File: src/design/gfv_pkg.sv
`default_nettype none

package gfv_pkg;

    // Table geometry
    localparam int MAX_GROUPS  = 256;
    localparam int MAX_COLUMNS = 16;
    localparam int SLOT_W      = $clog2(MAX_GROUPS);
    localparam int COL_W       = $clog2(MAX_COLUMNS);
    localparam int IDX_W       = SLOT_W + COL_W;
    localparam int TABLE_DEPTH = MAX_GROUPS * MAX_COLUMNS;
    localparam int CNT_W       = $clog2(MAX_GROUPS + 1);

    // Field widths
    localparam int OP_W    = 2;
    localparam int GRP_W   = 9;
    localparam int VAL_W   = 64;
    localparam int CFG_W   = 9;
    localparam int CFG_IDX_W = 2;

    // Stream packing
    localparam int IN_BITS   = GRP_W + COL_W + VAL_W;
    localparam int IN_DATA_W = ((IN_BITS + 7) / 8) * 8;
    localparam int OUT_BITS  = VAL_W + 3;
    localparam int OUT_DATA_W = ((OUT_BITS + 7) / 8) * 8;

    // Missing patterns
    localparam logic [VAL_W-1:0] REAL_MISSING = 64'h7FF0_0000_0000_07A2;
    localparam logic [VAL_W-1:0] INT_MISSING  = 64'h0000_0000_8000_0000;

    // Operation codes
    typedef enum logic [OP_W-1:0] {
        OP_OFFER = 2'd0,
        OP_READ  = 2'd1,
        OP_CLEAR = 2'd2,
        OP_SPARE = 2'd3
    } t_op;

    // Configuration register indexes
    typedef enum logic [CFG_IDX_W-1:0] {
        CFG_SKIP_MISSING = 2'd0,
        CFG_GROUP_COUNT  = 2'd1,
        CFG_VALUE_KIND   = 2'd2,
        CFG_NONE         = 2'd3
    } t_cfg_idx;

    // Per-column fill counter control
    typedef struct packed {
        logic             clr;
        logic             inc;
        logic [COL_W-1:0] col;
    } t_cnt_ctrl;

endpackage

`default_nettype wire

File: src/design/gfv_col_counts.sv
`default_nettype none

module gfv_col_counts
    import gfv_pkg::*;
(
    input  wire logic             i_clk,
    input  wire logic             i_rst_n,
    input  wire t_cnt_ctrl        i_ctrl,
    input  wire logic [CNT_W-1:0] i_groups,
    output logic                  o_complete
);

    logic [CNT_W-1:0] r_cnt [MAX_COLUMNS];
    logic [CNT_W-1:0] w_cnt_next;

    // Count of the addressed column including this transaction's fill
    assign w_cnt_next = r_cnt[i_ctrl.col] + CNT_W'(i_ctrl.inc);
    assign o_complete = !i_ctrl.clr && (w_cnt_next >= i_groups);

    // Clear all counts at once, or bump one column
    always_ff @(posedge i_clk) begin
        if (!i_rst_n || i_ctrl.clr) begin
            for (int i = 0; i < MAX_COLUMNS; i++) begin
                r_cnt[i] <= '0;
            end
        end else if (i_ctrl.inc) begin
            r_cnt[i_ctrl.col] <= w_cnt_next;
        end
    end

endmodule

`default_nettype wire

File: config.mk
export PLATFORM = sky130hd
export DESIGN_NAME = gfv_col_counts
export DESIGN_NICKNAME = d
export VERILOG_FILES = /design/src/design/gfv_pkg.sv /design/src/design/gfv_col_counts.sv
export SDC_FILE = /design/constraint.sdc
export NUM_CORES = 1
export LEC_CHECK = 0
export BUFFER_PORTS_ARGS = -buffer_cell sky130_fd_sc_hd__buf_4
export CAP_MARGIN = 20
export CORE_ASPECT_RATIO = 1.5
export CORE_MARGIN = 4
export CORE_UTILIZATION = 49
export CTS_CLUSTER_DIAMETER = 80
export DETAILED_ROUTE_END_ITERATION = 12
export HOLD_SLACK_MARGIN = 0.12
export PLACE_DENSITY_LB_ADDON = 0.08
export SYNTH_ARGS = -nofsm -noshare
export SYNTH_HDL_FRONTEND = slang
export SYNTH_SLANG_ARGS = --single-unit
File: constraint.sdc
create_clock -name i_clk -period 6.39 [get_ports i_clk]
set_input_delay 1.278 -clock i_clk [delete_from_list [all_inputs] [get_ports i_clk]]
set_output_delay 1.278 -clock i_clk [all_outputs]
set_load 0.05 [all_outputs]
==> metrics.md, run 1 <==
| Metric | Value |
|---|---|
| Postcts setup bufs | `0` |
| # Max-Cap Violations | `0` |
| Crit path time final | `approximately 6 ns` |
| Yosys Warn Count | `0` |
| Clk_lat worst skew | `around 0.42 ns` |
| DRC viols | `0` |
| Sequential fraction of the synthesis area | `0.6315` |
| Post-Layout Inst Area | `0.007626 mm^2` |
| Die ar. | `between 0.015 and 0.02 mm^2` |
| Final ANT Viol Nets | `0` |
| Post-synthesis mux area share | `0.1442` |
| Kind of start point of the critical path | `input port` |
| Post-synth top area share | `0.6315` |
| First-pass GRT wire length | `25360 um` |
| Post-CTS Hold Fix Bufs | `0` |
| Asr flop ratio synth | `0` |
| Synth Area in Compound Gates | `0.02156` |
| NumNets Final | `between 500 and 600` |
| Reg2Reg Setup Slack | `roughly 3.5 ns` |
| Unrepaired setup endpoints after global routing | `false` |
| #FFs+latches synth | `roughly 140` |
| Overflow after GRT | `0` |
| Max Clk Rate | `between 150 and 200 MHz` |
| I/O Buffers | `17` |
| Avg Inst Size Synth | `14.82 um^2` |
| FP Rows | `52` |
| CTS clock-pin slew for the worst setup and hold paths | `around 0.06 ns` |
| CP Class | `in -> out` |
| Ant. Diodes | `0` |
| DPL Wire Length | `roughly 11000 um` |
| Final GP Congestion | `about 0.83` |
| Peak supply drop | `between 0.00015 and 0.0002 V` |
| Crit path DAT | `roughly 4.7 ns` |
| Die span in x | `between 100 and 150 um` |
| Final TNS setup | `0 ns` |
| Final setup viols | `0` |
| Crit Path Max Fanout | `21` |
| Yosys cell types | `37` |
| Number of global-route vias before repair | `~4000` |
| Core box area | `0.01360 mm^2` |
| Initial antenna violation count | `0` |
| Top FF cell, synth | `edfxtp_1` |
| Synth top area cells | `edfxtp_1 63%, mux4_2 7.9%, nor2_1 7.7%` |
| Wirelength, routed | `between 15000 and 20000 um` |
| Cells after Synth | `462` |
| Initial Util | `0.5036` |
| Power density over cell area | `296.7 mW/mm^2` |
| Initial DRT Pass Iterations | `5` |
| Worst slew margin | `0.5557` |
| Simple logic cell fraction of the synthesized area | `0.1244` |
| CTS-repair resized insts | `0` |
| Biggest register | `r_cnt` |
| Synth Net Count | `a little under 500` |
| Layout area overhead | `11.36%` |
| Number of synthesized flops with an enable pin | `between 100 and 150` |
| WP data required | `5.11 ns` |
| GRT Util Overall | `0.2205` |
| Clock Skew | `0.007454 ns` |
| Share of layout cells above drive strength 1 | `0.2289` |
| CTS root buf | `clkbuf_16` |
| Min-delay src | `r_cnt[1][4]` |
| CTS tree | `built` |
| Slew @ Worst Pin | `~0.66 ns` |
| Leak pwr | `2.911 nW` |
| Post-Syn Area | `0.006848 mm^2` |
| DR iter-0 viols | `approximately 250` |
| Max reg flops | `around 140` |
| CTS Sinks | `roughly 140` |
| R2r startpoint | `r_cnt[15][0]` |
| Most frequent cell after synthesis | `edfxtp_1` |
| Vias per cell | `a little under 6` |
| Top Registers | `r_cnt x144` |
| Hold EP | `r_cnt[2][4]` |
| Status | `complete, no violations` |
| CP Capture Type | `primary output` |
| Top-level I/O count | `18` |
| Yosys top cell by area | `edfxtp_1` |
| Fin. Hold Viols | `0` |
| Most frequent cells after synthesis | `144 x edfxtp_1, 141 x nor2_1, 30 x nand2_1` |
| Largest family of logic cells by synthesized area | `multiplexers` |
| Cts bufs inserted | `17` |
| Worst hold path class | `reg -> reg` |
| Synth Area in Adders | `0.02010` |
| Worst hold path cell count | `6` |
| Total number of vias | `just under 4000` |
| Reg2reg end | `r_cnt[6][8]` |
| Largest net degree at the start of global routing | `36` |
| R2R depth | `10` |
| Routed length per instance | `25.11 um` |
| Die H | `between 150 and 200 um` |
| H-tree Lvls | `4` |
| Max-slew violation count | `0` |
| XOR/XNOR Fraction of Synth Area | `0.01553` |
| Clock buffer depth | `2` |
| Placement Cell Area | `between 0.007 and 0.008 mm^2` |
| Share of the clock period used by the worst path | `0.9377` |
[worst max path at each step]
stage,start,endpoint,slack [ns]
floorplan,i_ctrl[0],o_complete,0.08
global placement,i_ctrl[0],o_complete,0.44
detailed placement,i_ctrl[0],o_complete,0.39
CTS,i_ctrl[0],o_complete,0.39
global route,i_ctrl[0],o_complete,0.17
finish,i_ctrl[0],o_complete,0.40
[final cells by class]
type	instances	area, um^2
inverters	17	63.81
multi-input cells	276	2243
fillers	1114	5972
clock buffers	17	425.4
well taps	162	202.7
flip-flops and latches	144	4324
repair buffers	30	225.2
clock inverters	14	141.4
[placed cells by master, fill, tap and decap left out, drive strengths merged, types with 2 or more instances in the layout]
cell      instances
a22oi             4
ha               11
nor2b             3
edfxtp          144
a21o              2
nor3b             2
xor2              4
and2              2
mux4             41
bufinv            2
o21ai             2
a211oi            2
inv              18
clkinvlp          2
nand2            38
a221oi            2
buf              30
a22o              2
clkinv            9
nand3             2
nor2            150
xnor2             3
nor4              2
clkbuf           17
[routing by layer]
metal / routed length (um) / global-route usage
met5: 0 / 0
met4: 500 / 0.08999
met3: 1066 / 0.04578
met2: 8554 / 0.3629
met1: 6449 / 0.2863
[stage by stage]
stage | total power, mW | instances | hold WS [ns] | utilization | worst slack (ns)
2_1_floorplan | 1.248 | 462 | 1.025 | - | 0.07744
3_3_place_gp | 1.315 | 629 | 1.248 | 0.5191 | 0.4418
3_5_place_dp | 1.318 | 629 | 1.291 | 0.5191 | 0.3895
4_1_cts | 2.279 | 660 | 1.301 | 0.5608 | 0.3860
5_1_grt | 2.334 | 660 | 1.342 | 0.5608 | 0.1723
6_report | 2.263 | 660 | 1.309 | 0.5608 | 0.3980
[report_power, final]
part	switching [mW]	internal [mW]
clock	0.396	0.571
combinational	0.134	0.0736
sequential	0.0110	1.08
[cells by family after synthesis]
group                      count (synthesis)
AOI/OAI and AO/OA                         15
muxes                                     41
and+or+nand+nor                          202
xor gates and xnor gates                   7
adders and majority gates                 11
buffers and inverters                     42
DFF                                      144
[worst max-delay path: stages]
cell      delay (ns)
buf_4           0.30
mux4_1          0.59
mux4_2          0.48
ha_1            0.22
ha_1            0.21
and2_4          0.15
nand2_1         0.10
xor2_2          0.19
inv_1           0.07
ha_1            0.26
o21ai_0         0.08
o21ai_0         0.15
o211ai_1        0.15
a211oi_4        0.22
buf_4           0.23
No activity file was read; power rests on OpenSTA's default activity.
==> run 2: changes to the inputs <==
Clock period 6.39 ns to 6.19 ns, I/O delays scaled along.
==> run 2 against run 1 <==
Final cell count is 0.61% higher. Cell area is 1.1% higher. Sequential share of layout area is 0.63 points lower. Setup slack worse by 0.20 ns. Sequential cell count stayed put. Via count is 0.62% higher. Die area stayed put. Global-route usage is 0.50 points lower. Critical path depth stayed put.
==> metrics.md, run 2 (synthesis results as in run 1) <==
| Metric | Value |
|---|---|
| Slew @ Worst Pin | `0.6931 ns (+0.02809 ns)` |
| Final setup viols | `0 (unchanged)` |
| WP data required | `4.95 ns (-0.16 ns)` |
| Biggest register | `r_cnt` |
| Final GP Congestion | `0.8583 (+3.1%)` |
| Core box area | `0.01360 mm^2 (unchanged)` |
| CP Launch Point | `i_ctrl[0]` |
| Most frequent cells in the layout | `144 x edfxtp_1, 141 x nor2_1, 34 x buf_4` |
| GRT Util Overall | `0.2155 (-0.005036)` |
| Cell total after placement | `633 (+0.64%)` |
| Max reg flops | `144 (unchanged)` |
| Initial DRT Pass Iterations | `6 (+1)` |
| Share of the clock period used by the worst path | `0.9682` |
| Worst hold path class | `reg -> reg` |
| Reg2reg end | `r_cnt[4][6]` |
| Final std cells w/o fill | `664 (+0.61%)` |
| Commonest non-fill, non-tap cell in the layout | `edfxtp_1` |
| Crit path time final | `between 5 and 6 ns` |
| DRC viols | `0 (unchanged)` |
| R2R depth | `10 (unchanged)` |
| CP Capture Point | `o_complete` |
| Setup slack after layout | `0.1969 ns (-0.2011 ns)` |
| Share of layout cells above drive strength 1 | `0.2351 (+0.006144)` |
| Die ar. | `0.01597 mm^2 (unchanged)` |
| NumNets Final | `518 (+0.78%)` |
| Top Registers | `r_cnt x144` |
| Cts bufs inserted | `17 (unchanged)` |
| Routed length per instance | `24.45 um (-2.6%)` |
| Worst slew margin | `0.5369 (-0.01877)` |
| # Max-Cap Violations | `0 (unchanged)` |
| Largest net degree at the start of global routing | `32 (-11%)` |
| Net Sw Power | `551.9 uW (+2.0%)` |
| FP Rows | `52 (unchanged)` |
| Total number of vias | `3915 (+0.62%)` |
| H-tree Lvls | `4 (unchanged)` |
| CP Class | `in -> out` |
| Peak supply drop | `0.0001860 V (+7.9%)` |
| CP Capture Type | `primary output` |
| Crit Path Max Fanout | `16 (-24%)` |
| Power Total | `2.413 mW (+6.6%)` |
| Int Pwr | `1.861 mW (+8.1%)` |
| Sequential share of power | `0.465 (-0.016)` |
| Ant. Diodes | `0 (unchanged)` |
| Die H | `152.8 um (unchanged)` |
| Clk_lat worst skew | `0.42 ns (about the same)` |
| Overflow after GRT | `0 (unchanged)` |
| Top-level I/O count | `18 (unchanged)` |
| Max Clk Rate | `between 150 and 200 MHz` |
| Comb power frac | `0.091 (about the same)` |
| Unrepaired setup endpoints after global routing | `false` |
| Sw Ratio | `0.2287 (-0.01040)` |
| Final ANT Viol Nets | `0 (unchanged)` |
| DR iter-0 viols | `258 (+4.5%)` |
| Power density over cell area | `312.9 mW/mm^2 (+5.5%)` |
| Crit path DAT | `4.76 ns (+0.05 ns)` |
| Post-CTS Hold Fix Bufs | `0 (unchanged)` |
| Wirelength, routed | `16230 um (-2.0%)` |
| Status | `complete, no violations` |
| Initial antenna violation count | `0 (unchanged)` |
| CTS Sinks | `144 (unchanged)` |
| Initial Util | `0.5036 (unchanged)` |
| Die span in x | `104.5 um (unchanged)` |
| Vias per cell | `5.896 (about the same)` |
| Fin. Hold Viols | `0 (unchanged)` |
| Dpl ws | `0.2518 ns (-0.1377 ns)` |
| Clock power share | `0.445 (+0.018)` |
| CTS-repair resized insts | `0 (unchanged)` |
| CTS tree | `built` |
| Number of global-route vias before repair | `4105 (+1.2%)` |
| CTS root buf | `clkbuf_16` |
| CTS clock-pin slew for the worst setup and hold paths | `0.06 ns (about the same)` |
| First-pass GRT wire length | `25130 um (-0.90%)` |
| Clock buffer depth | `2 (unchanged)` |
| Reg2Reg Setup Slack | `3.27 ns (-0.18 ns)` |
| Leak pwr | `2.951 nW (+1.4%)` |
| DPL Wire Length | `10730 um (-2.9%)` |
| Kind of start point of the critical path | `input port` |
| Layout area overhead | `12.63%` |
| Max-slew violation count | `0 (unchanged)` |
| Final TNS setup | `0 ns (unchanged)` |
| Postcts setup bufs | `0 (unchanged)` |
| R2r startpoint | `r_cnt[11][0]` |
| Clock Skew | `0.01130 ns (+0.003848 ns)` |
| I/O Buffers | `17 (unchanged)` |
[run 2: per-layer routing]
| layer | global-route usage | up-vias | share of wire |
|---|---|---|---|
| li1 | - | 1757 | - |
| met1 | 0.2841 | 1973 | 0.39 |
| met2 | 0.3524 | 157 | 0.51 |
| met3 | 0.04027 | 28 | 0.063 |
| met4 | 0.08935 | 0 | 0.032 |
| met5 | 0 | - | 0 |
[run 2: worst max-delay path, cell delays in order]
cell	delay, ns
buf_4	0.28
mux4_1	0.60
mux4_2	0.48
ha_1	0.22
ha_1	0.23
and2_4	0.16
nand2_1	0.10
xor2_2	0.17
inv_1	0.06
ha_1	0.26
o21ai_0	0.07
o21ai_0	0.20
o211ai_1	0.18
a211oi_4	0.26
buf_4	0.23
[run 2: how the worst min path moves through the flow]
stage                startpoint      endpoint  slack (ns)  cells past startpoint
floorplan           r_cnt[2][3]  r_cnt[10][3]        1.03                      5
global placement    r_cnt[0][4]   r_cnt[0][4]        1.31                      6
detailed placement  r_cnt[4][5]   r_cnt[5][5]        1.31                      5
CTS                 r_cnt[4][5]   r_cnt[3][5]        1.32                      5
global route        r_cnt[7][5]   r_cnt[9][5]        1.35                      5
finish              r_cnt[6][5]   r_cnt[1][5]        1.32                      5
[run 2: cell type report]
| type | count | area (um^2) |
|---|---|---|
| fill | 1085 | 5886 |
| sequential | 144 | 4324 |
| multi-input combinational | 276 | 2251 |
| clock buffer | 17 | 425.4 |
| timing repair buffer | 34 | 255.2 |
| tap | 162 | 202.7 |
| clock inverter | 14 | 190.2 |
| inverter | 17 | 63.81 |
[run 2: per-stage QoR]
step	hold WS (ns)	cell area [um^2]	util
2_1_floorplan	1.025	6868	-
3_5_place_dp	1.305	7097	0.5219
5_1_grt	1.350	7712	0.5672
3_3_place_gp	1.308	7097	0.5219
6_report	1.319	7712	0.5672
4_1_cts	1.318	7712	0.5672
[run 2: power by group through the flow]
stage	Clock, mW	Sequential (mW)	Combinational [mW]
global placement	0	1.14	0.218
floorplan	0	1.14	0.152
detailed placement	0	1.14	0.219
finish	1.07	1.12	0.219
global route	1.12	1.13	0.235
CTS	1.07	1.12	0.220
==> run 3: changes to the inputs <==
Settings changed: ABC_AREA set to 0, REMOVE_ABC_BUFFERS set to 1, SETUP_SLACK_MARGIN set to 0.5.
==> run 3 against run 2 <==
Cell area fell by 0.83%. Largest cell class unchanged. Via count increased by 0.18%. Sequential share of layout area increased by 0.47 points. Sequential power is essentially flat. First-iteration DRC count down 0.78%. Maximum frequency is 8.9% higher. Worst hold slack lost 0.087 ns. Wire length is 1.0% lower. Setup slack improved by 0.49 ns. Critical path depth decreased by 2. Critical endpoint unchanged. Core utilization fell by 0.47 points.
==> metrics.md, run 3 (synthesis results as in run 1) <==
| Metric | Value |
|---|---|
| Status | `complete, no violations` |
| Number of global-route vias before repair | `4007 (-2.4%)` |
| CTS root buf | `clkbuf_16` |
| Final setup viols | `0 (unchanged)` |
| CTS Sinks | `144 (unchanged)` |
| FP Rows | `52 (unchanged)` |
| Comb power frac | `0.094 (+0.003)` |
| Final GP Congestion | `0.8245 (-3.9%)` |
| First-pass GRT wire length | `24760 um (-1.5%)` |
| Total number of vias | `3922 (+0.18%)` |
| Clk_lat worst skew | `0.43 ns (about the same)` |
| Largest net degree at the start of global routing | `30 (-6.3%)` |
| Worst hold path cell count | `5 (unchanged)` |
| DRC viols | `0 (unchanged)` |
| Sw Ratio | `0.2380 (+0.009269)` |
| Max-slew violation count | `0 (unchanged)` |
| Power Total | `2.287 mW (-5.2%)` |
| Initial DRT Pass Iterations | `6 (unchanged)` |
| Share of the clock period used by the worst path | `0.8888 (-0.07944)` |
| Met3 Usage GRT | `0.04621 (+0.005935)` |
| Hold EP | `r_cnt[10][0]` |
| Power density over cell area | `299.0 mW/mm^2 (-4.4%)` |
| Most frequent cells in the layout | `144 x edfxtp_1, 141 x nor2_1, 30 x nand2_1` |
| Top Registers | `r_cnt x144` |
| Post-CTS Hold Fix Bufs | `0 (unchanged)` |
| CP Class | `in -> out` |
| DPL Wire Length | `10610 um (-1.1%)` |
| Wirelength, routed | `16070 um (-1.0%)` |
| Hold WS | `1.232 ns (-0.08688 ns)` |
| Cts bufs inserted | `17 (unchanged)` |
| Setup slack after layout | `0.6886 ns (+0.4917 ns)` |
| Postcts setup bufs | `0 (unchanged)` |
| Worst hold path class | `reg -> reg` |
| Routed length per instance | `24.31 um (-0.55%)` |
| NumNets Final | `515 (-0.58%)` |
| Vias per cell | `5.933 (+0.63%)` |
| WP data required | `4.95 ns (about the same)` |
| Share of layout cells above drive strength 1 | `0.2405 (+0.005421)` |
| Fin. Hold Viols | `0 (unchanged)` |
| Crit path time final | `5.501 ns (-0.4917 ns)` |
| Busiest layer in global routing | `met2` |
| Dpl ws | `0.4429 ns (+0.1911 ns)` |
| Max Clk Rate | `181.8 MHz (+8.9%)` |
| I/O Buffers | `17 (unchanged)` |
| R2R depth | `10 (unchanged)` |
| Core box area | `0.01360 mm^2 (unchanged)` |
| Placement Cell Area | `0.007054 mm^2 (-0.60%)` |
| Clock buffer depth | `2 (unchanged)` |
| Max reg flops | `144 (unchanged)` |
| Crit Path Max Fanout | `29 (+13)` |
| Min-delay src | `r_cnt[11][0]` |
| DR iter-0 viols | `256 (-0.78%)` |
| CTS tree | `built` |
| Layout area overhead | `11.69%` |
| Met1 Track Usage GR | `0.2724 (-0.01162)` |
| Clock power share | `0.415 (-0.030)` |
| Peak supply drop | `0.0001805 V (-2.9%)` |
| Net Sw Power | `544.2 uW (-1.4%)` |
| Initial Util | `0.5036 (unchanged)` |
| Final TNS setup | `0 ns (unchanged)` |
| CTS clock-pin slew for the worst setup and hold paths | `0.06 ns (about the same)` |
| Unrepaired setup endpoints after global routing | `false` |
| Reg2reg end | `r_cnt[4][8]` |
| Final ANT Viol Nets | `0 (unchanged)` |
| Die H | `152.8 um (unchanged)` |
| CP Capture Type | `primary output` |
| GRT Util Overall | `0.2133 (-0.002191)` |
| H-tree Lvls | `4 (unchanged)` |
| Overflow after GRT | `0 (unchanged)` |
| Top-level I/O count | `18 (unchanged)` |
| Ant. Diodes | `0 (unchanged)` |
| Initial antenna violation count | `0 (unchanged)` |
| Sequential share of power | `0.491 (+0.026)` |
| R2r startpoint | `r_cnt[15][0]` |
| Int Pwr | `1.743 mW (-6.4%)` |
| Worst slew margin | `0.4067 (-0.1302)` |
| Die span in x | `104.5 um (unchanged)` |
| Reg2Reg Setup Slack | `3.34 ns (+0.07 ns)` |
| Die ar. | `0.01597 mm^2 (unchanged)` |
| Biggest register | `r_cnt` |
| Met2 Usage GRT | `0.3620 (+0.009550)` |
| Crit path DAT | `4.26 ns (-0.50 ns)` |
| Clock Skew | `0.01231 ns (+0.001005 ns)` |
| Kind of start point of the critical path | `input port` |
| Slew @ Worst Pin | `0.8880 ns (+0.1949 ns)` |
| Post-Layout Inst Area | `0.007649 mm^2 (-0.83%)` |
| Leak pwr | `2.917 nW (-1.2%)` |
| # Max-Cap Violations | `0 (unchanged)` |
| Commonest non-fill, non-tap cell in the layout | `edfxtp_1` |
[run 3: power by group through the flow]
stage,sequential [mW],combinational [mW],clock (mW)
finish,1.12,0.216,0.949
global route,1.13,0.235,0.998
CTS,1.12,0.214,0.958
detailed placement,1.14,0.212,0
global placement,1.14,0.212,0
floorplan,1.14,0.123,0
[run 3: timing repair]
action | CTS | global route
pin swaps | 0 | 1
cloned | 0 | 0
endpoints found under the setup margin | 1 | 1
gates resized for setup | 1 | 14
[run 3: through the flow]
step,instances,utilization
floorplan,437,-
global placement,630,0.5188
detailed placement,630,0.5188
CTS,661,0.5591
global route,661,0.5625
finish,661,0.5625
[run 3: worst max-delay path, stage by stage]
cell and delay, ns:
buf_8 0.21, mux4_1 0.66, mux4_2 0.54, nand3_1 0.23
nor2_1 0.11, xor2_2 0.19, inv_2 0.04, ha_1 0.27
o21ai_0 0.08, o21ai_1 0.12, o211ai_1 0.11, a211oi_2 0.26
buf_6 0.19
[run 3: cell type report]
cell class              count  area, um^2
flip-flops and latches    144        4324
fillers                  1091        5949
clock inverters            13       115.1
repair buffers             31       271.5
multi-input cells         276        2242
clock buffers              18       429.2
well taps                 162       202.7
inverters                  17       63.81
[run 3: how the worst max path moves through the flow]
stage | cells past startpoint | startpoint | end
3_5_place_dp | 15 | i_ctrl[0] | o_complete
4_1_cts | 13 | i_ctrl[1] | o_complete
5_1_grt | 15 | i_ctrl[0] | o_complete
6_report | 13 | i_ctrl[1] | o_complete
3_3_place_gp | 15 | i_ctrl[0] | o_complete
2_1_floorplan | 12 | i_ctrl[0] | o_complete
[run 3: metal layers]
metal / vias up / routed length, um
li1: 1749 / -
met1: 1974 / 6214
met2: 174 / 8437
met3: 25 / 1077
met4: 0 / 340
met5: - / 0
